<file path="src/rtl/core/rlsad_pkg.sv">
package rlsad_pkg;

  // Default predictor capacity (largest usable order)
  localparam int unsigned MaxOrderDef = 16;

  // Register map, byte address = 4 * index
  typedef enum logic [2:0] {
    REG_ORDER   = 3'd0,
    REG_LAMBDA  = 3'd1,
    REG_VLAMBDA = 3'd2,
    REG_MU      = 3'd3,
    REG_PSTART  = 3'd4
  } reg_idx_e;

  localparam logic [4:0]  OrderRst   = 5'd4;
  localparam logic [15:0] LambdaRst  = 16'd65077;
  localparam logic [15:0] VLambdaRst = 16'd64881;
  localparam logic [7:0]  MuRst      = 8'd64;
  localparam logic [15:0] PStartRst  = 16'd1000;

  localparam logic signed [47:0] P48Max = 48'sh7FFF_FFFF_FFFF;
  localparam logic signed [47:0] P48Min = 48'sh8000_0000_0000;
  localparam logic signed [31:0] I32Max = 32'sh7FFF_FFFF;
  localparam logic signed [31:0] I32Min = 32'sh8000_0000;

  // Divider step counts
  localparam logic [5:0] GainSteps   = 6'd31;
  localparam logic [5:0] LambdaSteps = 6'd48;

  // Datapath operations
  typedef enum logic [4:0] {
    OP_NONE   = 5'd0,
    OP_LOAD   = 5'd1,
    OP_PMAC   = 5'd2,
    OP_PFIN   = 5'd3,
    OP_HMAC   = 5'd4,
    OP_GMAC   = 5'd5,
    OP_DMAC   = 5'd6,
    OP_KDIV   = 5'd7,
    OP_KSTORE = 5'd8,
    OP_COEF   = 5'd9,
    OP_UMUL1  = 5'd10,
    OP_UMUL2  = 5'd11,
    OP_USUB   = 5'd12,
    OP_UDIV   = 5'd13,
    OP_UWR    = 5'd14,
    OP_V1     = 5'd15,
    OP_V2     = 5'd16,
    OP_V3     = 5'd17,
    OP_FIN    = 5'd18
  } dp_op_e;

  typedef struct packed {
    dp_op_e op;
    logic   first;   // first term of a sum
    logic   last;    // last term of a sum
    logic   rd_en;   // covariance read
    logic   rd_tr;   // read transposed entry
  } dp_cmd_t;

  typedef struct packed {
    logic den_pos;
    logic div_busy;
  } dp_stat_t;

  function automatic logic signed [47:0] sat48(input logic signed [57:0] v);
    logic signed [47:0] r;
    if (v[57:47] == {11{v[57]}}) r = v[47:0];
    else r = v[57] ? P48Min : P48Max;
    return r;
  endfunction

  function automatic logic signed [31:0] sat32(input logic signed [33:0] v);
    logic signed [31:0] r;
    if (v[33:31] == {3{v[33]}}) r = v[31:0];
    else r = v[33] ? I32Min : I32Max;
    return r;
  endfunction

  function automatic logic signed [15:0] sat16(input logic signed [29:0] v);
    logic signed [15:0] r;
    if (v[29:15] == {15{v[29]}}) r = v[15:0];
    else r = v[29] ? 16'sh8000 : 16'sh7FFF;
    return r;
  endfunction

endpackage

</file>
<file path="src/rtl/core/rlsad_ctrl.sv">
module rlsad_ctrl import rlsad_pkg::*; #(
  parameter int unsigned MaxOrder = MaxOrderDef,
  localparam int unsigned CntW = $clog2(MaxOrder + 1),
  localparam int unsigned IdxW = (MaxOrder > 1) ? $clog2(MaxOrder) : 1
) (
  input  logic            clk_i,
  input  logic            rst_ni,
  input  logic            in_valid_i,
  output logic            in_ready_o,
  output logic            out_valid_o,
  input  logic            out_ready_i,
  input  logic [4:0]      model_order_i,
  input  dp_stat_t        stat_i,
  output dp_cmd_t         cmd_o,
  output logic [IdxW-1:0] idx_i_o,
  output logic [IdxW-1:0] idx_j_o,
  output logic [CntW-1:0] order_o
);

  typedef enum logic [23:0] {
    ST_IDLE   = 24'h000001,
    ST_PRED   = 24'h000002,
    ST_PFIN   = 24'h000004,
    ST_HRD    = 24'h000008,
    ST_HMAC   = 24'h000010,
    ST_GRD    = 24'h000020,
    ST_GMAC   = 24'h000040,
    ST_DMAC   = 24'h000080,
    ST_DCHK   = 24'h000100,
    ST_KDIV   = 24'h000200,
    ST_KWAIT  = 24'h000400,
    ST_KSTORE = 24'h000800,
    ST_KCOEF  = 24'h001000,
    ST_URD    = 24'h002000,
    ST_UMUL1  = 24'h004000,
    ST_UMUL2  = 24'h008000,
    ST_USUB   = 24'h010000,
    ST_UDIV   = 24'h020000,
    ST_UWAIT  = 24'h040000,
    ST_UWR    = 24'h080000,
    ST_V1     = 24'h100000,
    ST_V2     = 24'h200000,
    ST_V3     = 24'h400000,
    ST_FIN    = 24'h800000
  } state_e;

  state_e          state_q, state_d;
  logic [CntW-1:0] i_q, i_d, j_q, j_d, order;
  logic            out_valid_q, out_valid_d;
  logic            i_last, j_last;
  dp_cmd_t         cmd;

  // effective order, clamped to 1..MaxOrder
  always_comb begin
    if (model_order_i == 5'd0) order = CntW'(1);
    else if (32'(model_order_i) > MaxOrder) order = CntW'(MaxOrder);
    else order = CntW'(model_order_i);
  end

  assign i_last = (i_q == order - CntW'(1));
  assign j_last = (j_q == order - CntW'(1));

  always_comb begin
    state_d     = state_q;
    i_d         = i_q;
    j_d         = j_q;
    out_valid_d = out_valid_q && !out_ready_i;
    cmd         = '{op: OP_NONE, default: 1'b0};
    case (state_q)
      ST_IDLE: begin
        if (in_valid_i) begin
          cmd.op  = OP_LOAD;
          i_d     = '0;
          state_d = ST_PRED;
        end
      end
      ST_PRED: begin
        cmd.op    = OP_PMAC;
        cmd.first = (i_q == '0);
        cmd.last  = i_last;
        if (i_last) begin
          i_d     = '0;
          j_d     = '0;
          state_d = ST_PFIN;
        end else i_d = i_q + CntW'(1);
      end
      ST_PFIN: begin
        cmd.op  = OP_PFIN;
        state_d = ST_HRD;
      end
      ST_HRD: begin
        cmd.rd_en = 1'b1;
        state_d   = ST_HMAC;
      end
      ST_HMAC, ST_GMAC: begin
        cmd.op    = (state_q == ST_HMAC) ? OP_HMAC : OP_GMAC;
        cmd.first = (j_q == '0);
        cmd.last  = j_last;
        state_d   = (state_q == ST_HMAC) ? ST_HRD : ST_GRD;
        if (j_last) begin
          j_d = '0;
          if (i_last) begin
            i_d     = '0;
            state_d = (state_q == ST_HMAC) ? ST_GRD : ST_DMAC;
          end else i_d = i_q + CntW'(1);
        end else j_d = j_q + CntW'(1);
      end
      ST_GRD: begin
        cmd.rd_en = 1'b1;
        cmd.rd_tr = 1'b1;
        state_d   = ST_GMAC;
      end
      ST_DMAC: begin
        cmd.op    = OP_DMAC;
        cmd.first = (i_q == '0);
        cmd.last  = i_last;
        if (i_last) begin
          i_d     = '0;
          state_d = ST_DCHK;
        end else i_d = i_q + CntW'(1);
      end
      ST_DCHK: state_d = stat_i.den_pos ? ST_KDIV : ST_V1;
      ST_KDIV: begin
        cmd.op  = OP_KDIV;
        state_d = ST_KWAIT;
      end
      ST_KWAIT: if (!stat_i.div_busy) state_d = ST_KSTORE;
      ST_KSTORE: begin
        cmd.op  = OP_KSTORE;
        state_d = ST_KCOEF;
      end
      ST_KCOEF: begin
        cmd.op = OP_COEF;
        if (i_last) begin
          i_d     = '0;
          j_d     = '0;
          state_d = ST_URD;
        end else begin
          i_d     = i_q + CntW'(1);
          state_d = ST_KDIV;
        end
      end
      ST_URD: begin
        cmd.rd_en = 1'b1;
        state_d   = ST_UMUL1;
      end
      ST_UMUL1: begin
        cmd.op  = OP_UMUL1;
        state_d = ST_UMUL2;
      end
      ST_UMUL2: begin
        cmd.op  = OP_UMUL2;
        state_d = ST_USUB;
      end
      ST_USUB: begin
        cmd.op  = OP_USUB;
        state_d = ST_UDIV;
      end
      ST_UDIV: begin
        cmd.op  = OP_UDIV;
        state_d = ST_UWAIT;
      end
      ST_UWAIT: if (!stat_i.div_busy) state_d = ST_UWR;
      ST_UWR: begin
        cmd.op  = OP_UWR;
        state_d = ST_URD;
        if (i_last) begin
          i_d = '0;
          if (j_last) state_d = ST_V1;
          else j_d = j_q + CntW'(1);
        end else i_d = i_q + CntW'(1);
      end
      ST_V1: begin
        cmd.op  = OP_V1;
        state_d = ST_V2;
      end
      ST_V2: begin
        cmd.op  = OP_V2;
        state_d = ST_V3;
      end
      ST_V3: begin
        cmd.op  = OP_V3;
        state_d = ST_FIN;
      end
      ST_FIN: begin
        if (!out_valid_q || out_ready_i) begin
          cmd.op      = OP_FIN;
          out_valid_d = 1'b1;
          state_d     = ST_IDLE;
        end
      end
      default: state_d = ST_IDLE;
    endcase
  end

  always_ff @(posedge clk_i or negedge rst_ni) begin
    if (!rst_ni) begin
      state_q     <= ST_IDLE;
      i_q         <= '0;
      j_q         <= '0;
      out_valid_q <= 1'b0;
    end else begin
      state_q     <= state_d;
      i_q         <= i_d;
      j_q         <= j_d;
      out_valid_q <= out_valid_d;
    end
  end

  assign in_ready_o  = (state_q == ST_IDLE);
  assign out_valid_o = out_valid_q;
  assign cmd_o       = cmd;
  assign idx_i_o     = i_q[IdxW-1:0];
  assign idx_j_o     = j_q[IdxW-1:0];
  assign order_o     = order;

endmodule

</file>
<file path="config.mk">
export PLATFORM = sky130hd
export DESIGN_NAME = rlsad_ctrl
export DESIGN_NICKNAME = d
export VERILOG_FILES = /design/src/rtl/core/rlsad_pkg.sv /design/src/rtl/core/rlsad_ctrl.sv
export SDC_FILE = /design/constraint.sdc
export NUM_CORES = 1
export LEC_CHECK = 0
export ABC_AREA = 0
export BUFFER_PORTS_ARGS = -buffer_cell sky130_fd_sc_hd__buf_2
export CORE_UTILIZATION = 58
export DETAILED_ROUTE_END_ITERATION = 8
export GPL_ROUTABILITY_DRIVEN = 0
export GPL_TIMING_DRIVEN = 0
export HOLD_SLACK_MARGIN = 0.15
export PLACE_DENSITY = 0.79
export SYNTH_ARGS = -nofsm -noshare
export SYNTH_HDL_FRONTEND = slang
export SYNTH_SLANG_ARGS = --single-unit
</file>
<file path="constraint.sdc">
create_clock -name clk_i -period 4.1 [get_ports clk_i]
set_input_delay 0.615 -clock clk_i [delete_from_list [all_inputs] [get_ports clk_i]]
set_output_delay 0.615 -clock clk_i [all_outputs]
set_load 0.01 [all_outputs]
</file>
* Word-level counts from Yosys, hierarchy flattened
Cells that the tools add are included.
** Word-level totals
- Bits in registers :: 35
- Bits in latches :: 0
- RAM bits :: 0
- ROM bits :: 0
- Input port bits :: 11
- Output and inout bits :: 24
- Logic and storage cells :: 96
- Memories kept :: 0
** Cells by class
- Add/sub/neg operators :: 3
- Multipliers :: 0
- Divide/modulo/power cells :: 0
- $lt $le $gt $ge :: 1
- Equality and inequality tests :: 36
- Shifts and indexed selects :: 0
- Muxes and demuxes :: 35
- Bitwise gates (word level) :: 0
- Reduce and logical (&&, ||, !) cells :: 17
** Operators by type and width (count)
- $pmux W24 S23 :: 1
- $mux W24 :: 6
- $pmux W5 S17 :: 1
- $mux W21 :: 3
- $mux W5 :: 10
- $pmux W5 S3 :: 2
- $eq A24 B1 Y1 const B :: 1
- $eq A24 B10 Y1 const B :: 1
- $eq A24 B11 Y1 const B :: 1
- $eq A24 B12 Y1 const B :: 1
- $eq A24 B13 Y1 const B :: 1
- $eq A24 B14 Y1 const B :: 1
- $eq A24 B15 Y1 const B :: 1
- $eq A24 B16 Y1 const B :: 1
- $eq A24 B17 Y1 const B :: 1
- $eq A24 B18 Y1 const B :: 1
- $eq A24 B19 Y1 const B :: 1
- $eq A24 B2 Y1 const B :: 1
- $eq A24 B20 Y1 const B :: 1
- $eq A24 B21 Y1 const B :: 1
- $eq A24 B22 Y1 const B :: 1
- $eq A24 B23 Y1 const B :: 1
- $eq A24 B24 Y1 const B :: 1
- $eq A24 B3 Y1 const B :: 1
- other kinds (28) :: 51

* Depth between registers and ports, before layout
Gate-level depths: netlist of run 1.
- Depth after elaboration :: 8
- Depth in mapped cells :: 12
- Depth with buffers taken out :: 11

* Worst setup path after synthesis of run 1
No wires, ideal clock.
- Kind :: input to output
- From :: in model_order_i[3]
- To :: out cmd_o[2] in the netlist's numbering
- Arrival :: 2796 ps
- Data required time :: 3485 ps
- Path slack :: 689 ps
- Stages on the path :: 9
- Buffers on the path :: 1
- Cell sequence :: nor3_1 o21bai_1 ha_1 or4b_1 and3_1 a211o_1 or3_1 buf_2 o21ai_0
** RTL lines
- start, declared :: RTL line rlsad_ctrl.sv:12 : input logic [4:0] model_order_i,
- end, declared :: RTL line rlsad_ctrl.sv:14 : output dp_cmd_t cmd_o,

==> out/qor.yml, run 1 <==
synth_edf_count: 0
grt.overflow.total: 0
area_growth_pct: 13.3
synth.distinct_cells: 69
top_level_ports: 35
clock-sinks: 35
tightestPinTransition_ps: 801
crit_slowest_cell: "or4b_1"
routedWlPerCell_um: 16.4
ant_nets: 0
final_cell_mix: "buf_2 (40), dfrtp_1 (34), nor2_1 (24), nand2_1 (24)"
clockBufferDepth: 2
cts_tree: "built"
vias_per_cell: 6.23
cts_buffers: 5
path_clk_slew_ps: 70
cp-end-kind: "output pin"
cts_root_buf: "clkbuf_8"
yosysTopAreaCell: "dfrtp_1"
hold_viol: 0
coreArea_mm2: 0.00435
chipWidth_um: 69.5
fp-row-count: 24
rsz0062_at_grt: "false"
leakage_nw: 1.45
h-tree-depth: 2
synthCells: 301
wl_um: 6510
grt_antenna_before_repair: 0
synth-seq-cells: 35
async_flop_share_pct: 100
grt_max_degree: 36
track_usage_pct: 28.1
path_max_fanout: 10
hp-class: "in -> async"
p_per_area_mw_per_mm2: 408
critPathKind: "in -> out"
cp_common_cell: "buf_2"
drv_slew: 0
multi_input_area_mm2: 0.00162
grt_pass1_wl_um: 10800
worstPathArrival_ps: 3230
diodes: 0
dieHeight_um: 69.5
final_common_cell: "buf_2"
fin_crit_sh_pct: 93.9
grt_pass1_vias: 2334
synth_warnings: 0
portBuffers: 34
num_vias: 2469
cap_violations: 0
dieArea_mm2: 0.00483
slew_headroom_pct: 46.6
clkLatencyLatePin_ps: 290
crit_chain: "buf_2 -> nor3_1 -> o21bai_1 -> ha_1 -> or4b_1 -> nand2_1 -> xor2_1 -> or4_1 -> inv_1 -> buf_2 -> nand2_1 -> o21ai_0 -> buf_2"
period_minus_slack_ps: 3850
fmax_ghz: 0.260
setup_viol: 0
startpoint_type: "input port"
fillCellCount: 357
peakVddDrop_v: 0.000232
setup_tns_ps: 0
fin_cells: 396
layout-drive-gt1-share_pct: 22.4
drc_errors: 0
fin_nets: 361
drt_pass1_iterations: 4
synth_top_area_share_pct: 32.2
synth_fp_nets: 319
syn_area_mm2: 0.00264
avgSynthCellArea_um2: 8.78
run_status: "finished clean"
synth_area_leaders: "dfrtp_1 (32%), nand2_1 (3.4%), nor2_1 (3.4%), ha_1 (3.3%), nor4_1 (3.1%)"
critical_path.max_stage_delay_ps: 500
drt-initial-drc-count: 248
dp_hpwl_um: 4890
seqCellArea_um2: 877
synth-seq-area-share_pct: 33.2
critPathRequiredTime_ps: 3480
finalClockSkew_ps: 3.90
initial_utilization_pct: 60.7
synthFlopType: "dfrtp_1"
place_inst: 387
critical path, delay by kind of cell:
family	cells	cell delay, ps
and+or+nand+nor	5	1210
buffers and inverters	4	630
AOI/OAI and AO/OA	2	420
adders and majority gates	1	290
xor gates and xnor gates	1	50
cell type report:
class,instances,share of cell area (%)
plain buffers,18,3.72
clock buffers,7,2.88
clock inverters,1,0.167
inverters,15,1.88
multi-input cells,233,54.0
flip-flops and latches,35,29.3
well taps,52,2.17
repair buffers,35,5.85
cells by family after synthesis:
kind of cell	synth area share (%)
XOR/XNOR	6.01
adder cells (fa/ha/maj)	3.31
flip-flops	33.2
buffers and inverters	6.34
AO/OA/AOI/OAI	14.8
AND/OR/NAND/NOR	34.0
multiplexers	2.32
routing by layer:
| metal | GRT usage, % | up-vias | part of all wire (%) |
|---|---|---|---|
| li1 | - | 1190 | - |
| met1 | 34.3 | 1172 | 41 |
| met2 | 47.9 | 92 | 50 |
| met3 | 5.38 | 15 | 5.7 |
| met4 | 12.7 | 0 | 2.5 |
| met5 | 0 | - | 0 |
power by group:
group          internal, W  leakage (nW)  switching [W]
Sequential        0.000377         0.469      0.0000312
Clock             0.000136        0.0482       0.000127
Combinational     0.000225         0.933       0.000326
worst paths after layout:
path	depth (start not counted)	slack, ps	to	from
min reg2reg	2	550	j_q[0]	j_q[0]
min in group clk_i	2	520	state_q[20]	stat_i[1]
min	1	400	state_q[21]	rst_ni
max	13	250	cmd_o[2]	model_order_i[3]
max in group asynchronous	1	3180	state_q[16]	rst_ni
max reg2reg	8	1090	state_q[0]	state_q[13]
registers in the layout, summed over array words and instances (netlist names):
name         count
i_q              5
state_q         24
out_valid_o      1
j_q              5
synthesized netlist by cell type, drive strengths merged, types with 6 or more instances:
master   n
nor4    13
nor2b    8
nand3   12
nand2   24
inv     15
dfrtp   34
a21oi    7
o21ai   15
ha       7
xnor2    7
a31o     6
xor2     6
nor3    15
or3      7
or4      6
buf     14
nor2    26
nand4   11
nand2b   7
per-stage QoR:
stage	worst slack (ps)	utilization (%)	power [W]	instance area [µm²]	hold WS [ps]
final	251	68.7	0.00122	2990	403
after global routing	19.3	68.7	0.00129	2990	476
after CTS	109	68.2	0.00122	2970	428
after detailed placement	242	66.1	0.000953	2880	535
after global placement	283	66.1	0.000939	2880	530
after floorplan	689	-	0.000815	2640	319
what timing repair did:
item | 4_1_cts | 5_1_grt
gates resized for setup | 0 | 3
hold buffers | 0 | 0
setup endpoints to repair | 0 | 2
buffers inserted | 0 | 0
No activity file was read; power rests on OpenSTA's default activity.
==> run 2: changes to the inputs <==
==> constraint.sdc (replaced) <==
create_clock -name clk_i -period 4.1 [get_ports clk_i]
set_input_delay 0.205 -clock clk_i [delete_from_list [all_inputs] [get_ports clk_i]]
set_output_delay 0.205 -clock clk_i [all_outputs]
set_load 0.01 [all_outputs]
==> run 2 against run 1 <==
Register-to-register slack got worse by 330 ps. Worst hold slack got worse by 84 ps. Clock skew increased by 0.57 ps. Count of clock-buffer cells in the layout unchanged. Sequential share of layout area is essentially flat. Routed wire length fell by 0.60%.
==> out/qor.yml, run 2 (synthesis results as in run 1) <==
run_status: "finished clean"  # unchanged
worstPathArrival_ps: 3430  # was 3230 ps
finalClockSkew_ps: 4.47  # was 3.90 ps
cts_tree: "built"  # unchanged
cts_root_buf: "clkbuf_8"  # unchanged
vias_per_cell: 6.23  # about the same
grt_pass1_vias: 2339  # was 2334
top_level_ports: 35  # unchanged
coreArea_mm2: 0.00435  # unchanged
cts_setup_buffers: 0  # unchanged
fillCellCount: 353  # was 357
top_regs: "state_q: 24 flops, i_q: 5 flops, j_q: 5 flops"  # unchanged
path_max_fanout: 7  # was 10
cap_violations: 0  # unchanged
fin_cells: 398  # was 396
tightestPinTransition_ps: 1030  # was 801 ps
cp-end-kind: "output pin"  # unchanged
path_clk_slew_ps: 70  # about the same
chipWidth_um: 69.5  # unchanged
setup_tns_ps: 0  # unchanged
drc_errors: 0  # unchanged
drt_pass1_iterations: 4  # unchanged
period_minus_slack_ps: 3630  # was 3850 ps
grt.overflow.total: 0  # unchanged
rr_endpoint: "state_q[0]"  # unchanged
fin_nets: 363  # was 361
layout-drive-gt1-share_pct: 21.4  # was 22.4%
dp_hpwl_um: 4890  # unchanged
track_usage_pct: 28.3  # was 28.1%
portBuffers: 34  # unchanged
clock-sinks: 35  # unchanged
dieArea_mm2: 0.00483  # unchanged
fmax_ghz: 0.275  # was 0.260 GHz
grt_antenna_before_repair: 0  # unchanged
wl_um: 6470  # was 6510 µm
setup_viol: 0  # unchanged
area_growth_pct: 13.3  # about the same
startpoint_type: "flip-flop"  # was input port
p_per_area_mw_per_mm2: 409  # was 408 mW/mm²
hold_viol: 0  # unchanged
initial_utilization_pct: 60.7  # unchanged
hp-class: "in -> reg"  # was in -> async
num_vias: 2481  # was 2469
clockBufferDepth: 2  # unchanged
drv_slew: 0  # unchanged
h-tree-depth: 2  # unchanged
place_inst: 387  # unchanged
grt_pass1_wl_um: 10900  # was 10800 µm
hold_end: "out_valid_o"
rsz0062_at_grt: "false"  # unchanged
largest_register_ffs: 24  # unchanged
dieHeight_um: 69.5  # unchanged
multi_input_area_mm2: 0.00160  # was 0.00162 mm²
grt_max_degree: 36  # unchanged
drt-initial-drc-count: 211  # was 248
seqCellArea_um2: 877  # unchanged
min_from: "out_ready_i"
peakVddDrop_v: 0.000232  # about the same
slew_headroom_pct: 30.7  # was 46.6%
rr_worst_depth: 8  # unchanged
final_cell_mix: "buf_2 (40), dfrtp_1 (34), nor2_1 (24), nand2_1 (24)"  # unchanged
clkLatencyLatePin_ps: 290  # about the same
critPathRequiredTime_ps: 3890  # was 3480 ps
fin_crit_sh_pct: 88.6  # was 93.9%
regMostFlops: "state_q"  # unchanged
final_common_cell: "buf_2"  # unchanged
worstReg2RegStart: "state_q[13]"  # unchanged
diodes: 0  # unchanged
leakage_nw: 1.45  # about the same
r2r_setup_slack_ps: 760  # was 1090 ps
fp-row-count: 24  # unchanged
ant_nets: 0  # unchanged
critPathKind: "reg -> out"  # was in -> out
post_cts_resized: 0  # unchanged
routedWlPerCell_um: 16.2  # was 16.4 µm
holdPathStages: 3
cts_buffers: 5  # unchanged
[run 2: how the worst max path moves through the flow]
stage | slack [ps] | startpoint | depth (start not counted) | endpoint
2_1_floorplan | 1130 | model_order_i[3] | 11 | i_q[3]
3_3_place_gp | 770 | model_order_i[3] | 12 | i_q[3]
3_5_place_dp | 740 | model_order_i[3] | 12 | i_q[3]
4_1_cts | 520 | state_q[12] | 8 | cmd_o[6]
5_1_grt | 180 | state_q[4] | 8 | cmd_o[6]
6_report | 470 | state_q[13] | 8 | cmd_o[6]
[run 2: layout make-up]
class                      instances  area share, %
buffer                            18           3.72
clock buffer                       7           2.88
clock inverter                     1          0.167
inverter                          15           1.88
multi-input combinational        233           53.4
sequential                        35           29.3
tap                               52           2.17
timing repair buffer              37           6.52
[run 2: repair_timing]
action / in CTS / in global routing
endpoints found under the hold margin: 35 / 0
hold buffers: 2 / 0
endpoints found under the setup margin: 0 / 0
[run 2: power by group]
part           switching, W  total, W  internal, W
registers         0.0000313  0.000409     0.000377
clock network      0.000128  0.000263     0.000136
logic              0.000326  0.000551     0.000226
[run 2: critical path, stage by stage, from the launching register on]
cell	delay, ps
dfrtp_1	430
nor4_1	900
nand4_1	400
nor4_1	500
and3b_2	270
inv_1	70
and4b_1	240
o311ai_0	120
buf_2	210
[run 2: metrics by stage]
step | power [W] | utilization (%) | area (µm²) | hold slack, ps | setup slack, ps
2_1_floorplan | 0.000815 | - | 2640 | -90.6 | 1130
3_3_place_gp | 0.000939 | 66.1 | 2880 | 330 | 768
3_5_place_dp | 0.000953 | 66.1 | 2880 | 334 | 744
4_1_cts | 0.00122 | 68.6 | 2990 | 304 | 519
5_1_grt | 0.00129 | 68.8 | 2990 | 329 | 184
6_report | 0.00122 | 68.8 | 2990 | 318 | 467
[run 2: routing by layer]
layer | global-route usage, % | wire, µm | vias to the layer above
li1 | - | - | 1193
met1 | 34.7 | 2690 | 1183
met2 | 48.1 | 3230 | 90
met3 | 5.38 | 375 | 15
met4 | 12.7 | 170 | 0
met5 | 0 | 0 | -
==> run 3: changes to the inputs <==
--- a/config.mk
+++ b/config.mk
@@ -9,2 +9,3 @@
 export BUFFER_PORTS_ARGS = -buffer_cell sky130_fd_sc_hd__buf_2
+export CAP_MARGIN = 30
 export CORE_UTILIZATION = 58
==> constraint.sdc (replaced) <==
create_clock -name clk_i -period 4.1 [get_ports clk_i]
set_input_delay 0.82 -clock clk_i [delete_from_list [all_inputs] [get_ports clk_i]]
set_output_delay 0.82 -clock clk_i [all_outputs]
set_load 0.01 [all_outputs]
==> run 3 against run 2 <==
Count of clock-buffer cells in the layout did not move. Sequential power is essentially flat. Critical path type is now in -> out. Die area did not move.
==> out/qor.yml, run 3 (synthesis results as in run 1) <==
grt_pass1_vias: 2393  # was 2339
critPathKind: "in -> out"  # was reg -> out
period_minus_slack_ps: 3950  # was 3630 ps
fin_crit_sh_pct: 96.3  # was 88.6%
final_common_cell: "buf_2"  # unchanged
cts_hold_buf: 0  # was 2
cts_root_buf: "clkbuf_8"  # unchanged
path_clk_slew_ps: 70  # about the same
track_usage_pct: 28.3  # about the same
wl_um: 6520  # was 6470 µm
holdPathStages: 2  # was 3
vias_per_cell: 6.24  # was 6.23
startpoint_type: "input port"  # was flip-flop
peakVddDrop_v: 0.000233  # was 0.000232 V
grt_max_degree: 36  # unchanged
leakage_nw: 1.47  # was 1.45 nW
worstPathArrival_ps: 3130  # was 3430 ps
rr_worst_depth: 9  # was 8
regMostFlops: "state_q"  # unchanged
routedWlPerCell_um: 16.5  # was 16.2 µm
dp_hpwl_um: 4870  # was 4890 µm
fmax_ghz: 0.253  # was 0.275 GHz
hp-class: "reg -> reg"  # was in -> reg
dieHeight_um: 69.5  # unchanged
r2r_setup_slack_ps: 1150  # was 760 ps
grt.overflow.total: 0  # unchanged
run_status: "finished clean"  # unchanged
drv_slew: 0  # unchanged
portBuffers: 34  # unchanged
tightestPinTransition_ps: 801  # was 1030 ps
grt_pass1_wl_um: 10900  # about the same
clock-sinks: 35  # unchanged
layout-drive-gt1-share_pct: 23.5  # was 21.4%
cp-end-kind: "output pin"  # unchanged
final_cell_mix: "buf_2 (39), dfrtp_1 (34), nor2_1 (24), nand2_1 (24), inv_1 (15)"  # was buf_2 (40), dfrtp_1 (34), nor2_1 (24), nand2_1 (24)
slew_headroom_pct: 46.6  # was 30.7%
ant_nets: 0  # unchanged
p_per_area_mw_per_mm2: 403  # was 409 mW/mm²
num_vias: 2471  # was 2481
fp-row-count: 24  # unchanged
cts_tree: "built"  # unchanged
clkLatencyLatePin_ps: 290  # about the same
fillCellCount: 359  # was 353
largest_register_ffs: 24  # unchanged
setup_tns_ps: 0  # unchanged
clockBufferDepth: 2  # unchanged
top_level_ports: 35  # unchanged
diodes: 0  # unchanged
finalClockSkew_ps: 5.15  # was 4.47 ps
chipWidth_um: 69.5  # unchanged
place_worst_setup_slack_ps: -202  # was 744 ps
drt_pass1_iterations: 4  # unchanged
min_from: "j_q[0]"  # was out_ready_i
area_growth_pct: 15.1  # was 13.3%
dieArea_mm2: 0.00483  # unchanged
initial_utilization_pct: 60.7  # unchanged
hold_viol: 0  # unchanged
drc_errors: 0  # unchanged
top_regs: "state_q: 24 flops, i_q: 5 flops, j_q: 5 flops"  # unchanged
critPathRequiredTime_ps: 3280  # was 3890 ps
h-tree-depth: 2  # unchanged
worstReg2RegStart: "state_q[1]"  # was state_q[13]
fin_nets: 361  # was 363
startpoint: "model_order_i[3]"  # was state_q[13]
grt_antenna_before_repair: 0  # unchanged
worst_slack_ps: 151  # was 467 ps
path_max_fanout: 10  # was 7
coreArea_mm2: 0.00435  # unchanged
cap_violations: 0  # unchanged
setup_viol: 0  # unchanged
drt-initial-drc-count: 290  # was 211
cts_buffers: 5  # unchanged
## run 3: cell count changes in the layout (fill, tap and decap cells not counted), sizes merged
cell / delta
dlygate4sd3: -2
## run 3: per-layer routing
metal  wire length, µm  vias to the layer above  part of all wire (%)  track usage, %
met1              2750                     1192                    42            34.6
li1                  -                     1186                     -               -
met2              3310                       78                    51            48.7
met3               300                       15                   4.6            4.80
met5                 0                        -                     0               0
met4               166                        0                   2.5            12.7
## run 3: final timing paths
| check | endpoint |
|---|---|
| max | cmd_o[2] |
| min | j_q[0] |
| max reg2reg | state_q[0] |
| min reg2reg | j_q[0] |
| max in group asynchronous | state_q[16] |
| min in group asynchronous | state_q[18] |
## run 3: worst max-delay path, cell delays in order
cell,delay [ps]
buf_2,130
nor3_4,60
o21bai_4,170
ha_2,240
or4b_1,490
nand2_1,100
xor2_1,60
or4_4,460
inv_1,130
buf_4,180
nand2_1,60
o21ai_1,70
buf_2,150
## run 3: layout make-up
| type | instances | area (µm²) | area share [%] |
|---|---|---|---|
| plain buffers | 18 | 114 | 3.74 |
| clock inverters | 1 | 5.00 | 0.165 |
| clock buffers | 7 | 86.3 | 2.84 |
| inverters | 15 | 56.3 | 1.85 |
| flip-flops and latches | 35 | 877 | 28.8 |
| repair buffers | 35 | 175 | 5.76 |
| multi-input cells | 233 | 1660 | 54.7 |
| well taps | 52 | 65.1 | 2.14 |
## run 3: per-stage QoR
stage	instances	instance area (µm²)	power, W	hold slack [ps]	utilization (%)
global route	396	3040	0.00130	609	69.9
CTS	396	2990	0.00122	552	68.7
floorplan	301	2640	0.000815	490	-
detailed placement	388	2880	0.000957	533	66.2
global placement	387	2880	0.000939	530	66.1
finish	396	3040	0.00123	548	69.9
## run 3: repair_timing
action | 4_1_cts | 5_1_grt
setup endpoints to repair | 3 | 3
endpoints found under the hold margin | 0 | 0
setup buffers | 0 | 0
resized for setup | 3 | 11
## run 3: power by group
group | leakage [nW] | switching [W] | internal, W | total, W
Sequential | 0.469 | 0.0000316 | 0.000377 | 0.000409
Clock | 0.0482 | 0.000127 | 0.000136 | 0.000263
Combinational | 0.949 | 0.000328 | 0.000228 | 0.000555
